==> config.mk <==
export PLATFORM = sky130hd
export DESIGN_NAME = event_stream_line_parser
export DESIGN_NICKNAME = d
export VERILOG_FILES = /design/src/esl_pkg.sv /design/src/event_stream_line_parser.sv /design/src/esl_core.sv
export SDC_FILE = /design/constraint.sdc
export NUM_CORES = 1
export LEC_CHECK = 0
export BUFFER_PORTS_ARGS = -buffer_cell sky130_fd_sc_hd__buf_2
export CAP_MARGIN = 10
export CORE_MARGIN = 2
export CORE_UTILIZATION = 45
export CTS_BUF_LIST = sky130_fd_sc_hd__clkbuf_16
export DETAILED_ROUTE_END_ITERATION = 6
export GPL_ROUTABILITY_DRIVEN = 0
export PLACE_DENSITY = 0.71
export SLEW_MARGIN = 20
export SYNTH_ARGS = -nofsm -noshare
export SYNTH_HDL_FRONTEND = slang
export SYNTH_SLANG_ARGS = --single-unit
==> constraint.sdc <==
create_clock -name clk -period 4.8 [get_ports clk]
set_input_delay 0.72 -clock clk [delete_from_list [all_inputs] [get_ports clk]]
set_output_delay 0.72 -clock clk [all_outputs]
set_load 0.02 [all_outputs]
==> src/esl_pkg.sv <==
package esl_pkg;

    // Line phase, one-hot
    typedef enum logic [4:0] {
        PH_START  = 5'b00001,
        PH_NAME   = 5'b00010,
        PH_VFIRST = 5'b00100,
        PH_VALUE  = 5'b01000,
        PH_SKIP   = 5'b10000
    } esl_phase_t;

    // Record kinds
    localparam logic [1:0] REC_VALUE    = 2'd0;
    localparam logic [1:0] REC_COMPLETE = 2'd1;
    localparam logic [1:0] REC_DISPATCH = 2'd2;

    // Field kinds
    localparam logic [1:0] FLD_EVENT = 2'd0;
    localparam logic [1:0] FLD_DATA  = 2'd1;
    localparam logic [1:0] FLD_ID    = 2'd2;
    localparam logic [1:0] FLD_RETRY = 2'd3;

    // Character codes
    localparam logic [7:0] CH_COLON = 8'h3A;
    localparam logic [7:0] CH_LF    = 8'h0A;
    localparam logic [7:0] CH_CR    = 8'h0D;
    localparam logic [7:0] CH_SPACE = 8'h20;
    localparam logic [7:0] CH_ZERO  = 8'h30;
    localparam logic [7:0] CH_NINE  = 8'h39;
    localparam logic [7:0] CH_NUL   = 8'h00;

    localparam logic [30:0] RETRY_MAX = 31'h7FFF_FFFF;
    localparam logic [2:0]  NAME_POS_MAX = 3'd7;

    // One result record
    typedef struct packed {
        logic [1:0]        kind;
        logic [1:0]        field;
        logic [7:0]        value_byte;
        logic              accepted;
        logic signed [31:0] retry_value;
        logic              has_event_type;
    } esl_rec_t;

    // Candidate field name lengths
    function automatic logic [2:0] cand_len(input logic [1:0] k);
        logic [2:0] len;
        unique case (k)
            FLD_EVENT: len = 3'd5;
            FLD_DATA:  len = 3'd4;
            FLD_ID:    len = 3'd2;
            default:   len = 3'd5;
        endcase
        return len;
    endfunction

    // Candidate field name characters; positions past the end give NUL
    function automatic logic [7:0] cand_char(input logic [1:0] k, input logic [2:0] pos);
        logic [7:0] ch;
        ch = CH_NUL;
        unique case (k)
            FLD_EVENT:
                unique case (pos)
                    3'd0: ch = 8'h65;
                    3'd1: ch = 8'h76;
                    3'd2: ch = 8'h65;
                    3'd3: ch = 8'h6E;
                    3'd4: ch = 8'h74;
                    default: ch = CH_NUL;
                endcase
            FLD_DATA:
                unique case (pos)
                    3'd0: ch = 8'h64;
                    3'd1: ch = 8'h61;
                    3'd2: ch = 8'h74;
                    3'd3: ch = 8'h61;
                    default: ch = CH_NUL;
                endcase
            FLD_ID:
                unique case (pos)
                    3'd0: ch = 8'h69;
                    3'd1: ch = 8'h64;
                    default: ch = CH_NUL;
                endcase
            default:
                unique case (pos)
                    3'd0: ch = 8'h72;
                    3'd1: ch = 8'h65;
                    3'd2: ch = 8'h74;
                    3'd3: ch = 8'h72;
                    3'd4: ch = 8'h79;
                    default: ch = CH_NUL;
                endcase
        endcase
        return ch;
    endfunction

endpackage

==> src/event_stream_line_parser.sv <==
// Channel   Direction  Handshake            Payload
// input     in         in_valid / in_stall   in_byte
// output    out        out_valid / out_stall rec_kind, field_kind, value_byte, accepted,
//                                            retry_value, has_event_type
//
// One byte per clock while the output is not stalled; a byte waits in the input register
// and its record, if any, is loaded into the output register as the byte leaves it.
// The byte parser state updates in the same cycle the byte leaves the input register.
// Reset is asynchronous, active low; both registers empty, retry reads as unset.
// An output stall holds the record and backs the input register up to in_stall.
module event_stream_line_parser
    import esl_pkg::*;
(
    input  logic              clk,
    input  logic              rst_n,
    input  logic              in_valid,
    output logic              in_stall,
    input  logic [7:0]        in_byte,
    output logic              out_valid,
    input  logic              out_stall,
    output logic [1:0]        rec_kind,
    output logic [1:0]        field_kind,
    output logic [7:0]        value_byte,
    output logic              accepted,
    output logic signed [31:0] retry_value,
    output logic              has_event_type
);

    logic       in_valid_reg;
    logic [7:0] in_byte_reg;
    logic       out_valid_reg, out_valid_next;
    esl_rec_t   out_rec_reg;
    logic       advance;
    logic       fire;
    logic       res_valid;
    esl_rec_t   res;

    // Advance when the output slot is free or being taken
    assign advance  = !out_valid_reg || !out_stall;
    assign fire     = in_valid_reg && advance;
    assign in_stall = in_valid_reg && !advance;

    esl_core u_core (
        .clk       (clk),
        .rst_n     (rst_n),
        .fire      (fire),
        .in_char   (in_byte_reg),
        .res_valid (res_valid),
        .res       (res)
    );

    // Hold the incoming request
    always_ff @(posedge clk or negedge rst_n)
    begin
        if (!rst_n)
            in_valid_reg <= 1'b0;
        else if (!in_stall)
            in_valid_reg <= in_valid;
    end

    always_ff @(posedge clk)
    begin
        if (in_valid && !in_stall)
            in_byte_reg <= in_byte;
    end

    // Load the result register
    always_comb
    begin
        out_valid_next = out_valid_reg;
        if (advance)
            out_valid_next = res_valid;
    end

    always_ff @(posedge clk or negedge rst_n)
    begin
        if (!rst_n)
            out_valid_reg <= 1'b0;
        else
            out_valid_reg <= out_valid_next;
    end

    always_ff @(posedge clk)
    begin
        if (advance && res_valid)
            out_rec_reg <= res;
    end

    assign out_valid      = out_valid_reg;
    assign rec_kind       = out_rec_reg.kind;
    assign field_kind     = out_rec_reg.field;
    assign value_byte     = out_rec_reg.value_byte;
    assign accepted       = out_rec_reg.accepted;
    assign retry_value    = out_rec_reg.retry_value;
    assign has_event_type = out_rec_reg.has_event_type;

    // A stalled result stays pending
    a_out_hold: assert property (@(posedge clk) disable iff (!rst_n)
        (out_valid_reg && out_stall) |=> out_valid_reg)
        else $error("stalled result dropped");

    // Input stall only with a request waiting
    a_stall_cause: assert property (@(posedge clk) disable iff (!rst_n)
        in_stall |-> (in_valid_reg && out_valid_reg && out_stall))
        else $error("input stalled without cause");

    // No record is emitted for a byte not processed
    a_no_spurious: assert property (@(posedge clk) disable iff (!rst_n)
        (!in_valid_reg && advance) |=> !out_valid_reg)
        else $error("result without a processed byte");

endmodule

==> src/esl_core.sv <==
module esl_core
    import esl_pkg::*;
(
    input  logic     clk,
    input  logic     rst_n,
    input  logic     fire,
    input  logic [7:0] in_char,
    output logic     res_valid,
    output esl_rec_t res
);

    esl_phase_t  line_phase_reg, line_phase_next;
    logic [3:0]  name_match_reg, name_match_next;
    logic [2:0]  name_pos_reg, name_pos_next;
    logic        prev_was_cr_reg, prev_was_cr_next;
    logic        data_seen_reg, data_seen_next;
    logic        event_seen_reg, event_seen_next;
    logic        value_nul_seen_reg, value_nul_seen_next;
    logic        value_nonempty_reg, value_nonempty_next;
    logic        retry_bad_reg, retry_bad_next;
    logic [30:0] retry_accum_reg, retry_accum_next;
    logic [31:0] retry_current_reg, retry_current_next;

    // Resolve the full name seen so far to a one-hot candidate
    logic [3:0] resolved;
    always_comb
    begin
        resolved = 4'b0000;
        priority if (name_match_reg[0] && cand_len(FLD_EVENT) == name_pos_reg)
            resolved = 4'b0001;
        else if (name_match_reg[1] && cand_len(FLD_DATA) == name_pos_reg)
            resolved = 4'b0010;
        else if (name_match_reg[2] && cand_len(FLD_ID) == name_pos_reg)
            resolved = 4'b0100;
        else if (name_match_reg[3] && cand_len(FLD_RETRY) == name_pos_reg)
            resolved = 4'b1000;
        else
            resolved = 4'b0000;
    end

    // Narrow the candidates with the current name byte
    logic [3:0] match_step;
    always_comb
    begin
        for (int k = 0; k < 4; k++)
        begin
            match_step[k] = name_match_reg[k]
                && (name_pos_reg < cand_len(2'(k)))
                && (cand_char(2'(k), name_pos_reg) == in_char);
        end
    end

    // Accumulate one retry digit with saturation
    logic [34:0] retry_prod;
    logic [30:0] retry_sat;
    assign retry_prod = ({4'b0, retry_accum_reg} << 3) + ({4'b0, retry_accum_reg} << 1)
                      + {31'b0, 4'(in_char - CH_ZERO)};
    assign retry_sat  = (retry_prod > {4'b0, RETRY_MAX}) ? RETRY_MAX : retry_prod[30:0];

    // Next state and result for one byte
    always_comb
    begin
        logic [3:0] mask;
        logic       fvalid;
        logic [1:0] fidx;
        logic       acc;
        logic       is_eol;
        logic       first;

        line_phase_next     = line_phase_reg;
        name_match_next     = name_match_reg;
        name_pos_next       = name_pos_reg;
        prev_was_cr_next    = 1'b0;
        data_seen_next      = data_seen_reg;
        event_seen_next     = event_seen_reg;
        value_nul_seen_next = value_nul_seen_reg;
        value_nonempty_next = value_nonempty_reg;
        retry_bad_next      = retry_bad_reg;
        retry_accum_next    = retry_accum_reg;
        retry_current_next  = retry_current_reg;
        res_valid           = 1'b0;
        res                 = '0;
        acc                 = 1'b1;
        first               = 1'b0;
        is_eol              = (in_char == CH_CR) || (in_char == CH_LF);

        mask = (line_phase_reg == PH_NAME) ? resolved : name_match_reg;
        fvalid = 1'b1;
        fidx   = FLD_EVENT;
        unique case (mask)
            4'b0001: fidx = FLD_EVENT;
            4'b0010: fidx = FLD_DATA;
            4'b0100: fidx = FLD_ID;
            4'b1000: fidx = FLD_RETRY;
            default: fvalid = 1'b0;
        endcase

        priority if (in_char == CH_LF && prev_was_cr_reg)
        begin
            // Swallow the LF of a CRLF pair
            prev_was_cr_next = 1'b0;
        end
        else if (is_eol)
        begin
            prev_was_cr_next = (in_char == CH_CR);
            unique case (line_phase_reg)
                PH_START:
                begin
                    // Blank line: dispatch pending event
                    if (data_seen_reg)
                    begin
                        res_valid          = 1'b1;
                        res.kind           = REC_DISPATCH;
                        res.retry_value    = retry_current_reg;
                        res.has_event_type = event_seen_reg;
                        data_seen_next     = 1'b0;
                        event_seen_next    = 1'b0;
                    end
                end
                PH_NAME, PH_VFIRST, PH_VALUE:
                begin
                    if (fvalid)
                    begin
                        unique case (fidx)
                            FLD_EVENT: event_seen_next = value_nonempty_reg;
                            FLD_DATA:  data_seen_next = 1'b1;
                            FLD_ID:    acc = value_nonempty_reg && !value_nul_seen_reg;
                            default:
                            begin
                                acc = value_nonempty_reg && !retry_bad_reg;
                                if (acc)
                                    retry_current_next = {1'b0, retry_accum_reg};
                            end
                        endcase
                        res_valid          = 1'b1;
                        res.kind           = REC_COMPLETE;
                        res.field          = fidx;
                        res.accepted       = acc;
                        res.retry_value    = retry_current_next;
                        res.has_event_type = event_seen_next;
                    end
                end
                default: ;
            endcase
            // Clear the line
            line_phase_next     = PH_START;
            name_match_next     = 4'b1111;
            name_pos_next       = 3'd0;
            value_nul_seen_next = 1'b0;
            value_nonempty_next = 1'b0;
            retry_bad_next      = 1'b0;
            retry_accum_next    = 31'd0;
        end
        else
        begin
            unique case (line_phase_reg)
                PH_START, PH_NAME:
                begin
                    priority if (line_phase_reg == PH_START && in_char == CH_COLON)
                        line_phase_next = PH_SKIP;
                    else if (in_char == CH_COLON)
                    begin
                        name_match_next = resolved;
                        line_phase_next = PH_VFIRST;
                    end
                    else
                    begin
                        line_phase_next = PH_NAME;
                        name_match_next = match_step;
                        if (name_pos_reg < NAME_POS_MAX)
                            name_pos_next = name_pos_reg + 3'd1;
                    end
                end
                PH_VFIRST, PH_VALUE:
                begin
                    first           = (line_phase_reg == PH_VFIRST);
                    line_phase_next = PH_VALUE;
                    if (!(first && in_char == CH_SPACE) && fvalid)
                    begin
                        unique case (fidx)
                            FLD_EVENT, FLD_DATA:
                            begin
                                priority if (in_char == CH_NUL)
                                    value_nul_seen_next = 1'b1;
                                else if (!value_nul_seen_reg)
                                begin
                                    value_nonempty_next = 1'b1;
                                    res_valid           = 1'b1;
                                    res.kind            = REC_VALUE;
                                    res.field           = fidx;
                                    res.value_byte      = in_char;
                                end
                                else
                                    value_nul_seen_next = 1'b1;
                            end
                            FLD_ID:
                            begin
                                if (in_char == CH_NUL)
                                    value_nul_seen_next = 1'b1;
                                value_nonempty_next = 1'b1;
                                res_valid           = 1'b1;
                                res.kind            = REC_VALUE;
                                res.field           = FLD_ID;
                                res.value_byte      = in_char;
                            end
                            default:
                            begin
                                value_nonempty_next = 1'b1;
                                if (in_char >= CH_ZERO && in_char <= CH_NINE)
                                    retry_accum_next = retry_sat;
                                else
                                    retry_bad_next = 1'b1;
                            end
                        endcase
                    end
                end
                default: ;
            endcase
        end

        if (!fire)
            res_valid = 1'b0;
    end

    // Update parser state on each processed byte
    always_ff @(posedge clk or negedge rst_n)
    begin
        if (!rst_n)
        begin
            line_phase_reg     <= PH_START;
            name_match_reg     <= 4'b1111;
            name_pos_reg       <= 3'd0;
            prev_was_cr_reg    <= 1'b0;
            data_seen_reg      <= 1'b0;
            event_seen_reg     <= 1'b0;
            value_nul_seen_reg <= 1'b0;
            value_nonempty_reg <= 1'b0;
            retry_bad_reg      <= 1'b0;
            retry_accum_reg    <= 31'd0;
            retry_current_reg  <= 32'hFFFF_FFFF;
        end
        else if (fire)
        begin
            line_phase_reg     <= line_phase_next;
            name_match_reg     <= name_match_next;
            name_pos_reg       <= name_pos_next;
            prev_was_cr_reg    <= prev_was_cr_next;
            data_seen_reg      <= data_seen_next;
            event_seen_reg     <= event_seen_next;
            value_nul_seen_reg <= value_nul_seen_next;
            value_nonempty_reg <= value_nonempty_next;
            retry_bad_reg      <= retry_bad_next;
            retry_accum_reg    <= retry_accum_next;
            retry_current_reg  <= retry_current_next;
        end
    end

    // A pending CR always leaves the parser at line start
    a_cr_line_start: assert property (@(posedge clk) disable iff (!rst_n)
        prev_was_cr_reg |-> line_phase_reg == PH_START)
        else $error("CR pending outside line start");

    // A dispatch clears pending data and event type
    a_dispatch_clears: assert property (@(posedge clk) disable iff (!rst_n)
        (res_valid && res.kind == REC_DISPATCH) |=> (!data_seen_reg && !event_seen_reg))
        else $error("dispatch left event state pending");

    // Retry is either unset or a nonnegative value
    a_retry_range: assert property (@(posedge clk) disable iff (!rst_n)
        retry_current_reg[31] |-> retry_current_reg == 32'hFFFF_FFFF)
        else $error("retry value out of range");

endmodule
* Word-level counts from Yosys, hierarchy flattened *
Index checks and enable logic that the tools add are counted.

storage, ports and cells
  register bits after elaboration = 137
  input bits = 12
  output and inout bits = 48

cells by class
  $add $sub $neg = 4
  magnitude comparators = 7
  equality and inequality tests = 35
  multiplexer cells = 84
  bitwise gates (word level) = 6
  reduce and logical (&&, ||, !) cells = 65

operators with widths
  kind                    number
  $mux W31                6
  $mux W33                2
  $pmux W33 S2            1
  $mux W32                2
  $pmux W7 S4             2
  $reduce_and A6 Y1       7
  $mux W4                 10
  $mux W12                3
  $add A34 B32 Y35        1
  $add A35 B4 Y35         1
  $gt A35 B31 Y1 const B  1
  $mux W1                 34
  $eq A7 B8 Y1            4
  $pmux W12 S2            1
  $logic_and A1 B1 Y1     23
  $mux W3                 7
  $pmux W7 S3             1
  $eq A8 B4 Y1 const B    2
  $eq A8 B6 Y1 const B    2
  $ne A2 B1 Y1 const B    7
  $pmux W7 S2             1
  $reduce_or A2 Y1        7
  $pmux W1 S2             6
  $reduce_bool A2 Y1      6
  42 further kinds        64

* Logic depth before layout (Yosys ltp) *
  word-level depth = 18
  mapped depth = 15

* Hierarchy *
From an unflattened synthesis, not the netlist that was laid out.

unflattened totals
  cells, all modules = 843
  area, all modules = 8554.5 sq um

by module, submodules not included
  module                    times used  cells each  area an instance (sq um)
  esl_core                  1           779         6834.1
  event_stream_line_parser  1           64          1720.4

* Worst setup path before layout *
No wires, ideal clock.

  path kind = flip-flop to flip-flop
  from = register u_core.name_pos_reg[1]
  to = register out_rec_reg (netlist bit accepted), enable pin
  arrival = 4.354 ns
  required time = 4.350 ns
  slack = -0.003 ns
  cell stages (with the launch flop) = 15
  cells stage by stage = dfrtp_1 > clkbuf_1 > inv_1 > ha_1 > clkbuf_1 > nand2_1 > a211oi_1 > o21a_2 > and3b_1 > buf_4 > o21bai_2 > o21ai_2 > a21oi_1 > nor2_1 > nor2_1

on the way
  word-level cells in the longest chain between the ends = 18
  elaborated cells on any way between the ends = 33
  those cells by class = eq/ne: 9; mux: 15; reduce/logical: 9

ends and longest elaborated chain
  item                                        line                            RTL
  start: declaration                          esl_core.sv:14                  logic [2:0] name_pos_reg, name_pos_next;
  start signal: assignment                    esl_core.sv:246                 name_pos_reg <= name_pos_next;
  $eq A3 B3 Y1                                esl_core.sv:29, esl_core.sv:35
  $logic_and A1 B1 Y1                         esl_core.sv:35                  else if (name_match_reg[3] && cand_len(FLD_RETRY) == name_pos_reg)
  $mux W4                                     esl_core.sv:35
  $mux W4                                     esl_core.sv:33                  else if (name_match_reg[2] && cand_len(FLD_ID) == name_pos_reg)
  $mux W4                                     esl_core.sv:31                  else if (name_match_reg[1] && cand_len(FLD_DATA) == name_pos_reg)
  $mux W4 *                                   esl_core.sv:29                  priority if (name_match_reg[0] && cand_len(FLD_EVENT) == name_pos_reg)
  $mux W4 *                                   esl_core.sv:87                  mask = (line_phase_reg == PH_NAME) ? resolved : name_match_reg;
  $eq A4 B4 Y1, or another cell as far along  esl_core.sv:90                  unique case (mask)
  (+2 left out)                               -
  $reduce_or A2 Y1 (no line)                  -
  $pmux W1 S2                                 esl_core.sv:180                 unique case (fidx)
  $mux W1                                     esl_core.sv:178                 if (!(first && in_char == CH_SPACE) && fvalid)
  $mux W1                                     esl_core.sv:156                 unique case (line_phase_reg)
  $mux W1 *                                   esl_core.sv:103                 else if (is_eol)
  $mux W1 *                                   esl_core.sv:98                  priority if (in_char == CH_LF && prev_was_cr_reg)
  $mux W1 *                                   esl_core.sv:221                 if (!fire)
  $logic_and A1 B1 Y1 *                       event_stream_line_parser.sv:85  if (advance && res_valid)
  end signal: assignment                      event_stream_line_parser.sv:86  out_rec_reg <= res;
  end: declaration                            event_stream_line_parser.sv:32  esl_rec_t out_rec_reg;

Every way passes the cells marked *; elsewhere a longest branch is shown, timed or not.
A chain may end at the register's enable or synchronous reset.

* Worst setup path after layout *
  from = register in_byte_reg[3]
  to = register u_core.retry_accum_reg[25]

on the way
  word-level cells in the longest chain between the ends = 9
  elaborated cells on any way between the ends = 26
  those cells by class = add/sub: 2; order compare: 3; eq/ne: 4; mux: 6; bitwise: 1; reduce/logical: 10

ends and longest elaborated chain
  item                      line                            RTL
  start: declaration        event_stream_line_parser.sv:30  logic [7:0] in_byte_reg;
  start signal: assignment  event_stream_line_parser.sv:64  in_byte_reg <= in_byte;
  $sub A4 B1 Y4             esl_core.sv:57                  + {31'b0, 4'(in_char - CH_ZERO)};
  $add A35 B4 Y35           esl_core.sv:57
  $gt A35 B31 Y1            esl_core.sv:58                  assign retry_sat = (retry_prod > {4'b0, RETRY_MAX}) ? RETRY_MAX : retry_prod[30:0];
  $mux W31                  esl_core.sv:58
  $mux W31                  esl_core.sv:209                 if (in_char >= CH_ZERO && in_char <= CH_NINE)
  $mux W31                  esl_core.sv:180
  $mux W31                  esl_core.sv:178
  $mux W31                  esl_core.sv:156
  $mux W31                  esl_core.sv:103
  end signal: assignment    esl_core.sv:253                 retry_accum_reg <= retry_accum_next;
  end: declaration          esl_core.sv:21                  logic [30:0] retry_accum_reg, retry_accum_next;

Several ways; a longest one is shown, not always the timed one. The select of a mux whose other input is x is not followed.

==> results_dict.tcl <==
set metrics [dict create \
    cts_hold_buf 0 \
    end_kind "flop" \
    synth-seq-area-share_pct 44.2 \
    routedLengthMet1_um 8840 \
    synth_area_um2 8470 \
    crit_arrival_ns 4.72 \
    ys.flop_type "edfxtp_1" \
    grt_pass1_vias 6291 \
    cts_setup_buffers 0 \
    dieArea_um2 19900 \
    vdd_ir_drop_max_mv 0.261 \
    drv_slew 0 \
    drc 0 \
    die_h_um 141 \
    place_hpwl_um 13600 \
    io_pins 60 \
    h-tree-depth 4 \
    grt_remaining_overflow 0 \
    hold_viol 0 \
    post_dp_cell_area_um2 9010 \
    final_antenna_net_count 0 \
    die_w_um 141 \
    vias_per_cell 6.01 \
    fillers 1625 \
    wl_met2_um 9240 \
    grt_usage_pct 20.2 \
    routedWlPerCell_um 17.8 \
    path_clk_slew_ns 0.06 \
    grt_pass1_wl_um 32300 \
    power_per_cell_area_nw_per_um2 400 \
    highest_layer "met4" \
    final_nets 921 \
    synth-edff-count 54 \
    tritoncts "built" \
    first_pass_iters 5 \
    slew_headroom_pct 31.8 \
    synth_cell_types 76 \
    setup_viol 0 \
    max-clock-path-buffers 2 \
    rsz0062_at_grt "false" \
    antenna_found_initial 0 \
    startpoint_type "flop" \
    tightest_slew_ns 1.02 \
    numCtsBuffers 17 \
    period_needed_ns 4.36 \
    root_buffer "clkbuf_16" \
    syn_inst 788 \
    synth_seq_cells 137 \
    diodes 0 \
    placed_cells 1056 \
    mostFrequentLayoutCells "nand2_1, ha_1, buf_2, a21oi_1, edfxtp_1" \
    met3WireLength_um 1020 \
    syn_avg_cell_area_um2 10.7 \
    hold_class "in2async" \
    fmax_ghz 0.229 \
    timing.max_cap.violations 0 \
    io_buffers 59 \
    fin_cells 1088 \
    setup_tns_ns 0 \
    totalWireLength_um 19400 \
    static-leakage-power_nw 4.18 \
    async_flop_share_pct 60.6 \
    ctsResizeCount 0 \
    critPathMaxFanout 20 \
    timing.final.crit_share_pct 90.8 \
    synth_fp_nets 868 \
    via_count 6534 \
    area_growth_pct 13.4 \
    drive_gt1_share_pct 19.3 \
    place_ws_ns 0.507 \
    design_area_um2 9600 \
    clk_latency_ns 0.43 \
    setup_slack_ns 0.441 \
    cp.required_ns 5.16 \
    worstSetupPathType "reg2reg" \
    grt_max_degree 50 \
    std_cell_rows 50 \
    clock_sinks 137 \
    coreArea_um2 18600 \
    p_total_w 0.00384 \
    synth.yosys.warnings 0 \
    crit_start "in_byte_reg[3]" \
    skew_ns 0.0105 \
    r2r_start "in_byte_reg[3]" \
    drt_iter0_markers 647 \
    initial_core_util_pct 45.6 \
    status "finished, final reports clean" \
]
-- cell usage after synthesis (3+ instances only) --
cell	n	area [um^2]
ha_1	66	826
nand2_1	66	248
a21oi_1	55	275
edfxtp_1	54	1620
dfrtp_1	46	1150
nor2_1	44	165
dfstp_2	37	972
o21ai_0	33	165
a22o_1	32	280
mux2_1	31	349
o221a_1	31	349
clkbuf_1	29	109
inv_1	22	82.6
xnor2_1	22	193
nand3_1	19	95.1
nor3_1	17	85.1
xor2_1	17	149
and2_1	13	81.3
nor2b_1	10	62.6
a21o_1	8	60.1
a31oi_1	8	50.1
o21ai_1	8	40.0
nand2b_1	7	43.8
nand4_1	7	43.8
a211oi_1	5	37.5
o211ai_1	5	37.5
a21boi_0	4	30.0
buf_2	4	20.0
buf_4	4	30.0
nor4_1	4	25.0
o21a_1	4	30.0
o22ai_1	4	25.0
o31ai_1	4	30.0
buf_6	3	33.8
mux2i_1	3	30.0
nand3b_1	3	22.5
o21bai_1	3	22.5
o41ai_1	3	26.3
-- power by group --
part | internal, W | switching [W]
clock | 0.000797 | 0.000526
combinational | 0.000436 | 0.000639
sequential | 0.00131 | 0.000140
-- critical path, cell delays in order (launching register included) --
cell	delay, ns
edfxtp_1	0.52
inv_1	0.23
fa_1	0.63
inv_1	0.07
ha_1	0.30
a21oi_1	0.08
nand4b_1	0.22
a211o_1	0.35
nand2_1	0.11
a21o_1	0.17
a311oi_1	0.15
o311ai_4	0.92
buf_4	0.34
o221a_1	0.20
-- per-layer routing --
layer  track usage, %  vias to the layer above
met4             6.42                        0
li1                 -                     3092
met5                0                        -
met2             32.4                      229
met1             27.5                     3182
met3             4.45                       31
-- final cells by class --
cell class / count / area, um^2 / share of cell area, %
clock inverter: 14 / 144 / 1.50
tap: 234 / 293 / 3.05
multi-input combinational: 589 / 4460 / 46.5
inverter: 22 / 82.6 / 0.860
timing repair buffer: 74 / 423 / 4.41
clock buffer: 18 / 450 / 4.69
sequential: 137 / 3740 / 39.0
-- path summary, 6_finish.rpt --
path	cells after the start	slack (ns)	to
max reg2reg	13	0.44	u_core.retry_accum_reg[25]
max	13	0.44	u_core.retry_accum_reg[25]
min in group clk	1	0.47	in_byte_reg[6]
min	1	0.30	u_core.retry_accum_reg[14]
min reg2reg	1	0.48	u_core.retry_current_reg[31]
max in group asynchronous	2	3.58	u_core.retry_current_reg[28]
-- metrics by stage --
step	utilization [%]	hold slack, ns
floorplan	-	0.424
CTS	51.7	0.321
global route	51.7	0.352
global placement	48.5	0.471
detailed placement	48.5	0.474
finish	51.7	0.300
-- cells by family after synthesis --
kind of cell,synth area share [%]
compound gates,20.6
xor+xnor,4.03
fa+ha+maj,10.2
buf+inv,3.25
flops,44.2
mux,4.74
simple gates,12.9
No activity file was read; power rests on OpenSTA's default activity.
